===== config.mk =====
export PLATFORM = sky130hd
export DESIGN_NAME = button_short_long_press_classifier
export DESIGN_NICKNAME = d
export VERILOG_FILES = /design/src/bsc_pkg.sv /design/src/bsc_cfg.sv /design/src/bsc_eval.sv /design/src/button_short_long_press_classifier.sv
export SDC_FILE = /design/constraint.sdc
export NUM_CORES = 1
export LEC_CHECK = 0
export ABC_AREA = 0
export ABC_CLOCK_PERIOD_IN_PS = 16700
export BUFFER_PORTS_ARGS = -buffer_cell sky130_fd_sc_hd__buf_2
export CAP_MARGIN = 25
export CORE_MARGIN = 4
export CORE_UTILIZATION = 30
export DETAILED_ROUTE_END_ITERATION = 10
export PLACE_DENSITY = 0.51
export SKIP_CTS_REPAIR_TIMING = 1
export SLEW_MARGIN = 5
export SYNTH_ARGS = -nofsm -noshare
export SYNTH_HDL_FRONTEND = slang
export SYNTH_SLANG_ARGS = --single-unit
export TNS_END_PERCENT = 1

===== constraint.sdc =====
create_clock -name clk -period 16.7 [get_ports clk]
set_input_delay 0 -clock clk [delete_from_list [all_inputs] [get_ports clk]]
set_output_delay 0 -clock clk [all_outputs]
set_load 0.01 [all_outputs]

===== src/bsc_pkg.sv =====
// types and constants of the button press classifier
package bsc_pkg;

    localparam int unsigned TimeWidth = 32;
    localparam int unsigned CfgWidth  = 16;
    localparam int unsigned AddrWidth = 2;

    typedef enum logic [AddrWidth-1:0] {
        REG_DEBOUNCE = 2'd0,
        REG_SHORT    = 2'd1,
        REG_LONG     = 2'd2,
        REG_UNUSED   = 2'd3
    } reg_addr_t;

    typedef enum logic [1:0] {
        EV_NONE  = 2'd0,
        EV_SHORT = 2'd1,
        EV_LONG  = 2'd2,
        EV_BAD   = 2'd3
    } press_event_t;

    typedef enum logic [1:0] {
        ST_IDLE     = 2'd0,
        ST_SHORT    = 2'd1,
        ST_LONG     = 2'd2,
        ST_RELEASED = 2'd3
    } button_status_t;

    typedef struct packed {
        logic [CfgWidth-1:0] debounce_ms;
        logic [CfgWidth-1:0] short_press_ms;
        logic [CfgWidth-1:0] long_press_ms;
    } cfg_t;

    localparam logic [CfgWidth-1:0] DebounceReset = 16'd50;
    localparam logic [CfgWidth-1:0] ShortReset    = 16'd50;
    localparam logic [CfgWidth-1:0] LongReset     = 16'd1000;

endpackage


===== src/bsc_cfg.sv =====
// configuration registers of the button press classifier
module bsc_cfg (
    input  logic                     clk,
    input  logic                     rst_n,
    input  logic                     cfg_we,
    input  logic [1:0]               cfg_addr,
    input  logic [15:0]              cfg_wdata,
    output bsc_pkg::cfg_t            cfg
);
    import bsc_pkg::*;

    cfg_t cfg_reg;

    always_ff @(posedge clk or negedge rst_n)
    begin
        if (!rst_n)
        begin
            cfg_reg.debounce_ms    <= DebounceReset;
            cfg_reg.short_press_ms <= ShortReset;
            cfg_reg.long_press_ms  <= LongReset;
        end
        else if (cfg_we)
        begin
            case (reg_addr_t'(cfg_addr))
                REG_DEBOUNCE: cfg_reg.debounce_ms    <= cfg_wdata;
                REG_SHORT:    cfg_reg.short_press_ms <= cfg_wdata;
                REG_LONG:     cfg_reg.long_press_ms  <= cfg_wdata;
                default:      ;
            endcase
        end
    end

    assign cfg = cfg_reg;

endmodule


===== src/bsc_eval.sv =====
// debounce and press state with the per-item classification logic
module bsc_eval (
    input  logic                     clk,
    input  logic                     rst_n,
    input  logic                     step,
    input  logic [31:0]              now_ms,
    input  logic                     level_released,
    input  logic                     falling_edge,
    input  bsc_pkg::cfg_t            cfg,
    output bsc_pkg::press_event_t    press_event
);
    import bsc_pkg::*;

    logic                 debounce_armed_reg, debounce_armed_next;
    logic [TimeWidth-1:0] debounce_start_reg, debounce_start_next;
    logic                 press_armed_reg, press_armed_next;
    logic [TimeWidth-1:0] press_start_reg, press_start_next;
    button_status_t       status_reg, status_next;

    logic                 armed_e;
    logic [TimeWidth-1:0] dstart_e;
    logic [TimeWidth-1:0] since_debounce;
    logic [TimeWidth-1:0] since_press;
    logic                 settled;
    logic                 is_long;

    always_comb
    begin
        // edge handling comes before the evaluation of the same item
        armed_e  = debounce_armed_reg | falling_edge;
        dstart_e = (falling_edge && !debounce_armed_reg) ? now_ms : debounce_start_reg;
        since_debounce = now_ms - dstart_e;
        since_press    = now_ms - press_start_reg;
        settled = armed_e && (since_debounce >= {16'd0, cfg.debounce_ms});
        is_long = (status_reg == ST_LONG);

        debounce_armed_next = armed_e;
        debounce_start_next = dstart_e;
        press_armed_next    = press_armed_reg;
        press_start_next    = press_start_reg;
        status_next         = status_reg;
        press_event         = EV_NONE;

        if (settled)
        begin
            if (!level_released)
            begin
                if (!press_armed_reg && !is_long)
                begin
                    press_armed_next = 1'b1;
                    press_start_next = now_ms;
                end
                else if (press_armed_reg && !is_long &&
                         since_press >= {16'd0, cfg.long_press_ms})
                begin
                    status_next      = ST_LONG;
                    press_armed_next = 1'b0;
                    press_event      = EV_LONG;
                end
            end
            else if (press_armed_reg)
            begin
                // early release restarts the debounce and keeps the press
                debounce_start_next = now_ms;
                if (since_press >= {16'd0, cfg.short_press_ms} && !is_long)
                begin
                    press_armed_next = 1'b0;
                    status_next      = ST_SHORT;
                    press_event      = EV_SHORT;
                end
            end
            else
            begin
                debounce_armed_next = 1'b0;
                status_next         = ST_RELEASED;
            end
        end
    end

    always_ff @(posedge clk or negedge rst_n)
    begin
        if (!rst_n)
        begin
            debounce_armed_reg <= 1'b0;
            debounce_start_reg <= '0;
            press_armed_reg    <= 1'b0;
            press_start_reg    <= '0;
            status_reg         <= ST_IDLE;
        end
        else if (step)
        begin
            debounce_armed_reg <= debounce_armed_next;
            debounce_start_reg <= debounce_start_next;
            press_armed_reg    <= press_armed_next;
            press_start_reg    <= press_start_next;
            status_reg         <= status_next;
        end
    end

endmodule


===== src/button_short_long_press_classifier.sv =====
// Button short/long press classifier. Each poll item carries the millisecond
// time, the button level and a falling-edge flag, and yields exactly one result
// item with the press event (none, short, long). One item is taken per clock
// unless the input is held back; an item passes an input register and then a
// result register before its result shows, and the only thing that holds the
// input back is a full result register that the downstream side does not take.
// No clearing pass follows reset. Configuration writes belong to idle periods.
module button_short_long_press_classifier (
    input  logic        clk,
    input  logic        rst_n,
    // now_ms [31:0], level_released [32], falling_edge [33], zero fill [39:34]
    input  logic [39:0] s_tdata,
    input  logic        s_tvalid,
    output logic        s_tready,
    // press_event [1:0], zero fill [7:2]
    output logic [7:0]  m_tdata,
    output logic        m_tvalid,
    input  logic        m_tready,
    input  logic        cfg_we,
    input  logic [1:0]  cfg_addr,
    input  logic [15:0] cfg_wdata
);
    import bsc_pkg::*;

    logic                 in_valid_reg;
    logic [TimeWidth-1:0] now_reg;
    logic                 released_reg;
    logic                 edge_reg;
    logic                 out_valid_reg;
    press_event_t         event_reg;
    press_event_t         event_comb;
    cfg_t                 cfg;
    logic                 advance;
    logic                 step;

    assign advance  = !out_valid_reg || m_tready;
    assign step     = in_valid_reg && advance;
    assign s_tready = !in_valid_reg || advance;

    always_ff @(posedge clk or negedge rst_n)
    begin
        if (!rst_n)
        begin
            in_valid_reg <= 1'b0;
        end
        else if (s_tready)
        begin
            in_valid_reg <= s_tvalid;
        end
    end

    always_ff @(posedge clk)
    begin
        if (s_tready && s_tvalid)
        begin
            now_reg      <= s_tdata[31:0];
            released_reg <= s_tdata[32];
            edge_reg     <= s_tdata[33];
        end
    end

    bsc_cfg u_cfg (
        .clk       (clk),
        .rst_n     (rst_n),
        .cfg_we    (cfg_we),
        .cfg_addr  (cfg_addr),
        .cfg_wdata (cfg_wdata),
        .cfg       (cfg)
    );

    bsc_eval u_eval (
        .clk            (clk),
        .rst_n          (rst_n),
        .step           (step),
        .now_ms         (now_reg),
        .level_released (released_reg),
        .falling_edge   (edge_reg),
        .cfg            (cfg),
        .press_event    (event_comb)
    );

    always_ff @(posedge clk or negedge rst_n)
    begin
        if (!rst_n)
        begin
            out_valid_reg <= 1'b0;
        end
        else if (advance)
        begin
            out_valid_reg <= in_valid_reg;
        end
    end

    always_ff @(posedge clk)
    begin
        if (step)
        begin
            event_reg <= event_comb;
        end
    end

    assign m_tvalid = out_valid_reg;
    assign m_tdata  = {6'd0, event_reg};

endmodule


; Word-level counts from Yosys, hierarchy flattened
; Cells that the tools add are included.
[op_classes]
n_eq_ne = 5
div = 0
muxes = 22
n_reduce_logical = 24
n_mul = 0
n_bitwise = 2
shifts = 0
addsub = 2
magnitude_cmp = 3
[ops]
columns = cell, n
row1 = two-way mux 32 bit, 4
row2 = greater-or-equal comparator 32 x 16 -> 1 bit, 3
row3 = subtractor 32 bit, 2
row4 = two-way mux 2 bit, 9
row5 = two-way mux 1 bit, 9
row6 = logical AND 1 bit, 8
row7 = AND reduction 2 bit, 3
row8 = logical NOT 1 bit, 5
row9 = AND reduction 5 bit, 1
row10 = "equality test 2 bit, second input constant", 2
row11 = AND reduction 4 bit, 1
row12 = "!= test 3 bit, second input constant", 1
row13 = AND reduction 3 bit, 1
row14 = nonzero test 3 bit, 1
row15 = "equality test 2 x 1 -> 1 bit, second input constant", 1
row16 = logical NOT 2 bit, 1
row17 = logical OR 1 bit, 2
row18 = "!= test 2 bit, second input constant", 1
row19 = nonzero test 2 bit, 1
row20 = inverter 1 bit, 1
row21 = bitwise OR 1 bit, 1
[word_totals]
memories = 0
ramBits = 0
output_inout_bits = 10
in_bits = 63
latch_bits = 0
mem_bits_ro = 0
register_bits = 154

; Depth between registers and ports, before layout
; Gate-level depths: netlist of the first run.
[logic_depth]
depth_word = 7
ltp_mapped = 28
mapped_depth_nobuf = 26

; Hierarchy
; Synthesis of the first run repeated with hierarchy kept, for this count alone.
[hier_totals]
hier_cells = 1202
hier_area_um2 = 11678.7
[by_module_without_submodules]
columns = module, cells_each, seq_area_each_um2, n_inst, area_per_inst_um2
row1 = bsc_eval, 1049, 1701.6, 1, 8614.5
row2 = bsc_cfg, 102, 1216.2, 1, 1830.5
row3 = button_short_long_press_classifier, 51, 1131.1, 1, 1233.7

; Worst setup path before layout of the first run
; No wires, ideal clock.
[synth_timing]
path_type = register to register
from = register u_eval.debounce_armed_reg
to = register u_eval.debounce_start_reg[1]
t_arrival_ps = 5411
n_path_buf = 4
stages_incl_launch_ff = 27
path_slack_ps = 11161
synth_period_minus_slack_ps = 5539
setup_time_ps = 128
path_cell_list = dfrtp_1 > nor2b_2 > buf_4 > buf_1 > mux2i_1 > ha_1 > buf_2 > a21o_1 > a41o_1 > a221oi_1 > o21a_1 > o21bai_1 > a21oi_1 > xnor2_1 > ha_1 > nand4_1 > or3b_2 > o31a_1 > nand2_1 > nor3b_1 > nand4_1 > nor4_1 > nand4_1 > nand4_1 > a21oi_2 > buf_6 > mux2_1
[synth_via]
elab_chain_len = 7
elab_cells_between_ends = 10
classes_between = add/sub: 1 / order compare: 1 / mux: 4 / bitwise: 1 / reduce/logical: 3
[synth_rtl]
columns = item, line
row1 = from (decl), bsc_eval.sv:14  ; logic debounce_armed_reg, debounce_armed_next;
row2 = from (signal assigned), bsc_eval.sv:92  ; debounce_armed_reg <= debounce_armed_next;
row3 = logical NOT 1 bit, bsc_eval.sv:31  ; dstart_e = (falling_edge && !debounce_armed_reg) ? now_ms : debounce_start_reg;
row4 = logical AND 1 bit, bsc_eval.sv:31
row5 = two-way mux 32 bit, bsc_eval.sv:31
row6 = subtractor 32 bit, bsc_eval.sv:32  ; since_debounce = now_ms - dstart_e;
row7 = greater-or-equal comparator 32 x 16 -> 1 bit, bsc_eval.sv:34  ; settled = armed_e && (since_debounce >= {16'd0, cfg.debounce_ms});
row8 = logical AND 1 bit, bsc_eval.sv:34
row9 = two-way mux 32 bit (*), bsc_eval.sv:44  ; if (settled)
row10 = to (signal assigned), bsc_eval.sv:93  ; debounce_start_reg <= debounce_start_next;
row11 = to (decl), bsc_eval.sv:15  ; logic [TimeWidth-1:0] debounce_start_reg, debounce_start_next;
; Every way passes the cells marked *; elsewhere a longest branch is shown, timed or not.
; A chain may end at the register's enable or synchronous reset.

; Final worst setup path of the first run
[layout_timing]
from = register u_eval.debounce_armed_reg
to = register u_eval.debounce_start_reg[7]
; Same word-level chain as after synthesis.

==> summary.md, run 1 <==
| Metric | Value |
|---|---|
| Reg2reg start | `u_eval.debounce_armed_reg$_DFFE_PN0P_` |
| Synth warn | `0` |
| Slew Limit Fails | `0` |
| Final Hold Fails | `0` |
| Reg2Reg Depth | `26` |
| Critical path type | `reg2reg` |
| Vias in the first global route | `9022` |
| Crit path required time | `17010 ps` |
| Mapped cell area | `about 12000 sq um` |
| Max FFs per register | `48` |
| Run status | `finished, final reports clean` |
| Worst slew pin tran | `1000 ps` |
| Final #Nets | `~1500` |
| Pwr Total | `0.00249 W` |
| P&R area growth vs syn | `16.4%` |
| Crit share post-route | `0.400` |
| Worst hold path depth | `5` |
| CTS tree | `yes` |
| Die width | `204 um` |
| Drt pass-1 iters | `5` |
| Worst path arrival time | `6980 ps` |
| Tightest Hold Check Type | `in2reg` |
| Primary FF master, synth | `dfrtp_1` |
| Grt total ovfl | `0` |
| R2r setup slk | `approximately 10000 ps` |
| Tmin final | `6670 ps` |
| Total CTS buffers | `17` |
| Switching Share | `0.462` |
| Longest Clk Path Bufs | `2` |
| Pin count of the biggest net entering global routing | `66` |
| Post-synth ARST share | `0.766` |
| Initial Util | `0.305` |
| Post-Layout Cell Count | `1832` |
| Worst Skew | `around 14 ps` |
| Via count | `9334` |
| Critical path capture point type | `register` |
| Sink Count | `154` |
| Row Count | `71` |
| Fmax | `150 MHz` |
| Sw Pwr | `roughly 0.0011 W` |
| Max Cap Violations | `0` |
| Total negative slack | `0 ps` |
| Hold Path End | `u_cfg.cfg[33]$_DFFE_PN1P_` |
| Root buffer cell | `clkbuf_16` |
| I/O Buffers | `60` |
| Post-Route WL | `31200 um` |
| Clock transition at the registers of the reported paths | `70 ps` |
| DRC | `0` |
| Dpl cells | `1746` |
| Worst setup SP type | `register` |
| Synth cell types | `90` |
| Avg Cell Area, Syn | `9.57 sq um` |
| Peak VDD IR | `0.0000954 V` |
| PwrDens | `185 nW/um^2` |
| Gr usage total | `0.151` |
| Comb pwr share | `0.621` |
| Hold path startpoint | `cfg_addr[1]` |
| #FFs+latches synth | `154` |
| Synth Instances | `1204` |
| Sequential-to-total area share from yosys stat | `0.351` |
| Antenna-violating nets left | `0` |
| Clock power share | `0.152` |
| H-tree levels | `4` |
| 1st-iter DRT viols | `approximately 550` |
| Fraction of layout cells with a size suffix above 1 | `0.154` |
| Worst-Skew Late Latency | `440 ps` |
| First-pass GRT wire length | `50200 um` |
| Wire length per cell | `17.0 um` |
| Commonest non-fill, non-tap cell in the layout | `nand2_1` |
| Seq pwr share | `0.227` |
| Hpwl dp | `24300 um` |
| Initial antenna violation count | `0` |
| Final Wtd Congestion | `roughly 0.87` |
| Die height | `204 um` |
| IO Pins | `73` |
| # setup viols final | `0` |
| Die area | `41600 sq um` |
| Reg2Reg Capture Point | `u_eval.debounce_start_reg[7]$_DFFE_PN0P_` |
| CP max FO | `23` |
| Slew margin rel. | `0.330` |
| Vias per cell | `~5.1` |
| Int Power | `between 0.001 and 0.0015 W` |
| N_diodes | `0` |
| Most frequent cells in the layout | `nand2_1, ha_1, dfrtp_1` |
| Fillers | `3874` |
| EDFF count, synth | `36` |
| Core region area | `37800 sq um` |
| RSZ-0062 raised after global routing | `false` |
| Leakage | `5.79 nW` |
worst max path at each step:
stage	end	cells past startpoint	from	slack (ps)
6_report	u_eval.debounce_start_reg[7]$_DFFE_PN0P_	26	u_eval.debounce_armed_reg$_DFFE_PN0P_	10030
5_1_grt	u_eval.debounce_start_reg[7]$_DFFE_PN0P_	27	u_eval.debounce_armed_reg$_DFFE_PN0P_	9620
4_1_cts	u_eval.debounce_start_reg[10]$_DFFE_PN0P_	26	u_eval.debounce_armed_reg$_DFFE_PN0P_	10020
3_5_place_dp	u_eval.debounce_start_reg[10]$_DFFE_PN0P_	26	u_eval.debounce_armed_reg$_DFFE_PN0P_	10050
3_3_place_gp	u_eval.debounce_start_reg[0]$_DFFE_PN0P_	25	u_eval.debounce_armed_reg$_DFFE_PN0P_	9690
2_1_floorplan	u_eval.debounce_start_reg[1]$_DFFE_PN0P_	26	u_eval.debounce_armed_reg$_DFFE_PN0P_	11160
worst max-delay path, cell delays in order, from the launching register on:
cell       delay [ps]
dfrtp_1           440
nand2b_1          560
o21ai_0           350
ha_1              210
inv_1              60
fa_1              420
inv_1             100
o2bb2ai_1         170
a211oi_2          180
a211oi_1          390
o21ai_0           230
nand3_1           130
nand2_1            70
xor2_1            150
ha_1              290
nand4_1           240
or3b_2            540
o31a_1            310
nand2_1            90
nor3b_1            50
nand4_1           110
nor4_1             70
nand4_1           210
nand4_1           190
a21oi_4           400
buf_12            240
mux2_1            340
power by group through the flow:
stage	clock [W]	sequential, W	combinational [W]
floorplan	0	0.000552	0.00115
global placement	0	0.000568	0.00150
detailed placement	0	0.000572	0.00152
CTS	0.000386	0.000565	0.00153
global route	0.000406	0.000579	0.00175
finish	0.000378	0.000565	0.00154
cell families after synthesis:
logic type               count (synthesis)  share of synthesized area
adder cells (fa/ha/maj)                110                      0.121
flip-flops                             154                      0.351
AND/OR/NAND/NOR                        318                      0.138
other                                    1                   0.000325
AO/OA/AOI/OAI                          311                      0.182
XOR/XNOR                                39                     0.0296
buffers and inverters                  139                     0.0522
multiplexers                           132                      0.125
Yosys cell counts (5+ instances only):
| master | count | area [sq um] |
|---|---|---|
| nand4_1 | 22 | 138 |
| mux2i_1 | 35 | 350 |
| o211ai_1 | 13 | 97.6 |
| a21oi_1 | 83 | 415 |
| dfrtp_1 | 106 | 2650 |
| edfxtp_1 | 36 | 1080 |
| ha_1 | 108 | 1350 |
| a211oi_1 | 14 | 105 |
| xnor2_1 | 23 | 201 |
| o2111ai_1 | 6 | 52.6 |
| nand2b_1 | 18 | 113 |
| nand2_1 | 114 | 428 |
| inv_1 | 100 | 375 |
| a2111oi_0 | 5 | 43.8 |
| mux2_2 | 67 | 754 |
| xor2_1 | 16 | 140 |
| o21a_1 | 12 | 90.1 |
| a31oi_1 | 7 | 43.8 |
| dfstp_2 | 12 | 315 |
| or4_1 | 5 | 37.5 |
| o21ai_1 | 11 | 55.1 |
| mux2_1 | 30 | 338 |
| nor3_1 | 16 | 80.1 |
| or3_1 | 5 | 31.3 |
| buf_2 | 11 | 55.1 |
| nor2b_1 | 11 | 68.8 |
| clkbuf_1 | 13 | 48.8 |
| nand3_1 | 19 | 95.1 |
| and2_1 | 6 | 37.5 |
| buf_4 | 7 | 52.6 |
| o21ai_0 | 69 | 345 |
| a21o_1 | 25 | 188 |
| nor4_1 | 9 | 56.3 |
| nor2_1 | 58 | 218 |
area by class of cell:
cell class	count	area [sq um]	area share
multi-input cells	916	6910	0.515
flip-flops and latches	154	4050	0.302
clock buffers	22	454	0.0339
clock inverters	10	91.3	0.00681
inverters	100	375	0.0280
repair buffers	119	893	0.0666
well taps	511	639	0.0477
metrics by stage:
step	utilization	setup slack, ps	area (sq um)	hold WS (ps)
after floorplan	-	11160	11500	-296
after global placement	0.326	9690	12300	161
after detailed placement	0.326	10050	12300	172
after CTS	0.341	10020	12900	-306
after global routing	0.355	9620	13400	132
final	0.355	10030	13400	96.1
per-layer routing:
layer	global-route usage	vias to the layer above	routed length (um)
li1	-	4637	-
met4	0.0359	0	437
met1	0.220	4485	15500
met2	0.237	180	14000
met5	0	-	0
met3	0.0224	32	1270
No activity file was read; power rests on OpenSTA's default activity.
==> inputs of run 2 (changes only) <==
--- a/config.mk
+++ b/config.mk
@@ -5,8 +5,8 @@
 export SDC_FILE = /design/constraint.sdc
 export NUM_CORES = 1
 export LEC_CHECK = 0
-export ABC_AREA = 0
-export ABC_CLOCK_PERIOD_IN_PS = 16700
+export ABC_AREA = 1
+export ABC_CLOCK_PERIOD_IN_PS = 6300
 export BUFFER_PORTS_ARGS = -buffer_cell sky130_fd_sc_hd__buf_2
 export CAP_MARGIN = 25
 export CORE_MARGIN = 4
==> constraint.sdc (replaced) <==
create_clock -name clk -period 6.3 [get_ports clk]
set_input_delay 0 -clock clk [delete_from_list [all_inputs] [get_ports clk]]
set_output_delay 0 -clock clk [all_outputs]
set_load 0.01 [all_outputs]
==> run 2 against run 1 <==
Net effect: via count rose by 38%; count of clock-buffer cells in the layout fell by 4; non-clock buffer count rose by 11; synthesized cell count rose by 70%; wire length rose by 34%.
==> summary.md, run 2 <==
| Metric | Value |
|---|---|
| Design Area, Final | `15200 sq um (+14%)` |
| DRC | `0 (unchanged)` |
| Mapped cell area | `13200 sq um (+15%)` |
| Total CTS buffers | `17 (unchanged)` |
| Avg Cell Area, Syn | `6.45 sq um (-33%)` |
| Final #Nets | `2323 (+57%)` |
| Slew Limit Fails | `0 (unchanged)` |
| Synth top area share | `0.209 (-0.0207)` |
| Clock transition at the registers of the reported paths | `70 ps (about the same)` |
| Worst-Skew Late Latency | `460 ps (+20 ps)` |
| Largest stage delay on the critical path | `480 ps (-80 ps)` |
| Synth Instances | `2052 (+70%)` |
| Die height | `218 um (+6.8%)` |
| Met3 Resource Use GR | `0.0222 (-0.000220)` |
| Post-Route WL | `41800 um (+34%)` |
| Core region area | `43400 sq um (+15%)` |
| Reg2reg start | `u_eval.debounce_armed_reg$_DFFE_PN0P_` |
| Row Count | `76 (+7.0%)` |
| Die width | `218 um (+6.8%)` |
| Critical Path Most Common Cell | `nand2_1` |
| Max Cap Violations | `0 (unchanged)` |
| Grt total ovfl | `0 (unchanged)` |
| Vias in the first global route | `12200 (+35%)` |
| 1st-iter DRT viols | `945 (+72%)` |
| R2r setup slk | `990 ps (-9030 ps)` |
| Root buffer cell | `clkbuf_16` |
| First-pass GRT wire length | `64800 um (+29%)` |
| CP startpoint | `u_eval.debounce_armed_reg$_DFFE_PN0P_` |
| WHS | `71.4 ps (-24.7 ps)` |
| Count leader, synth | `nand2_1` |
| CP max-delay cell | `o21ai_0` |
| Leakage | `8.20 nW (+42%)` |
| Final Hold Fails | `0 (unchanged)` |
| Multi-input logic area | `7550 sq um (+9.3%)` |
| Wire length per cell | `15.2 um (-11%)` |
| EDFF count, synth | `36 (unchanged)` |
| Die area | `47500 sq um (+14%)` |
| Met2 Usage GRT | `0.296 (+0.0588)` |
| Crit path required time | `6690 ps (-10320 ps)` |
| CTS tree | `yes` |
| Gr usage total | `0.174 (+0.0236)` |
| N_diodes | `0 (unchanged)` |
| Run status | `finished, final reports clean` |
| Post-DP Area | `14100 sq um (+15%)` |
| Tmin final | `5310 ps (-1370 ps)` |
| Reg2Reg Depth | `29 (+12%)` |
| Synth top cells by count | `nand2_1, inv_1, o21ai_0` |
| # setup viols final | `0 (unchanged)` |
| Worst hold path depth | `4 (-1)` |
| Critical path capture point type | `register` |
| Grt peak-use layer | `met2` |
| Area leader, netlist | `nand2_1` |
| Pin count of the biggest net entering global routing | `66 (unchanged)` |
| Vias per cell | `4.70 (-7.7%)` |
| Commonest non-fill, non-tap cell in the layout | `nand2_1` |
| Sink Count | `154 (unchanged)` |
| Initial antenna violation count | `3 (+3)` |
| Worst slew pin tran | `906 ps (-96.6 ps)` |
| Fillers | `4763 (+23%)` |
| Post-synth ARST share | `0.766 (unchanged)` |
| Most frequent cells in the layout | `nand2_1, inv_1, o21ai_0` |
| IO Pins | `73 (unchanged)` |
| FF+latch area | `4050 sq um (unchanged)` |
| Peak VDD IR | `0.000229 V (+140%)` |
| Final Wtd Congestion | `0.908 (+4.6%)` |
| Fmax | `188 MHz (+26%)` |
| P&R area growth vs syn | `15.2%` |
| Worst setup SP type | `register` |
| Largest cells by area after synthesis | `nand2_1, dfrtp_1, ha_1` |
| Via count | `12900 (+38%)` |
| Longest Clk Path Bufs | `2 (unchanged)` |
| Synth warn | `0 (unchanged)` |
| Fraction of layout cells with a size suffix above 1 | `0.0749 (-0.0788)` |
| Antenna-violating nets left | `0 (unchanged)` |
| GR Layer Usage met1 | `0.226 (+0.00684)` |
| Primary FF master, synth | `dfrtp_1` |
| CP max FO | `42 (+83%)` |
| Reg2Reg Capture Point | `u_eval.status_reg[1]$_DFFE_PN0P_` |
| #FFs+latches synth | `154 (unchanged)` |
| I/O Buffers | `60 (unchanged)` |
| RSZ-0062 raised after global routing | `false` |
| Final core occ | `0.351 (-0.00398)` |
| Drt pass-1 iters | `7 (+2)` |
| Worst Skew | `17.6 ps (+4.03 ps)` |
| Critical path type | `reg2reg` |
| PwrDens | `460 nW/um^2 (+150%)` |
| Tightest Hold Check Type | `in2reg` |
| Hpwl dp | `31800 um (+31%)` |
| Total negative slack | `0 ps (unchanged)` |
| Worst path arrival time | `5700 ps (-1280 ps)` |
| Initial Util | `0.305 (about the same)` |
| Crit share post-route | `0.842 (+0.443)` |
| Hold path startpoint | `cfg_we` |
| Sequential-to-total area share from yosys stat | `0.306 (-0.0452)` |
| Hold Path End | `u_cfg.cfg[33]$_DFFE_PN1P_` |
| Synth cell types | `46 (-49%)` |
| Slew margin rel. | `0.396 (+0.0664)` |
| H-tree levels | `4 (unchanged)` |
| Max FFs per register | `48 (unchanged)` |
[run 2: worst max-delay path by stage]
| stage | cells after the start | to |
|---|---|---|
| floorplan | 27 | event_reg[1]$_SDFFCE_PP0P_ |
| global placement | 28 | u_eval.status_reg[0]$_DFFE_PN0P_ |
| detailed placement | 29 | u_eval.status_reg[1]$_DFFE_PN0P_ |
| CTS | 29 | u_eval.status_reg[1]$_DFFE_PN0P_ |
| global route | 29 | u_eval.status_reg[1]$_DFFE_PN0P_ |
| finish | 29 | u_eval.status_reg[1]$_DFFE_PN0P_ |
[run 2: kinds of logic (layout without fill, tap and decap cells)]
logic type | after synthesis | in the layout | synth area share
AND/OR/NAND/NOR | 1050 | 1050 | 0.328
buffers and inverters | 414 | 520 | 0.124
AO/OA/AOI/OAI | 291 | 291 | 0.115
flip-flops | 154 | 154 | 0.306
adder cells (fa/ha/maj) | 110 | 110 | 0.105
XOR/XNOR | 32 | 32 | 0.0212
other | 1 | 6 | 0.000284
[run 2: power breakdown]
| part | total (W) | switching, W | internal, W |
|---|---|---|---|
| clock | 0.000983 | 0.000473 | 0.000510 |
| sequential | 0.00149 | 0.000173 | 0.00131 |
| combinational | 0.00454 | 0.00292 | 0.00162 |
[run 2: worst max-delay path, delay by kind of cell (launching register included)]
kind	cells	cell delay (ps)
compound gates	3	920
xor+xnor	1	250
fa+ha+maj	3	940
buf+inv	3	310
flops	1	410
simple gates	19	2380
[run 2: per-stage QoR]
| step | total power, W | std cells | setup slack (ps) |
|---|---|---|---|
| detailed placement | 0.00600 | 2660 | 995 |
| CTS | 0.00703 | 2692 | 966 |
| global route | 0.00782 | 2748 | 560 |
| finish | 0.00701 | 2748 | 993 |
| global placement | 0.00591 | 2658 | 1050 |
| floorplan | 0.00482 | 2057 | 2210 |
[run 2: layout make-up]
class | count | area share
tap | 585 | 0.0481
sequential | 154 | 0.266
inverter | 358 | 0.0882
multi-input combinational | 1489 | 0.496
timing repair buffer | 130 | 0.0665
clock buffer | 18 | 0.0282
clock inverter | 14 | 0.00731
[run 2: per-layer routing]
metal	up-vias	wire length (um)
li1	6619	-
met1	5973	19100
met2	272	20000
met3	62	1520
met4	0	1200
met5	-	0
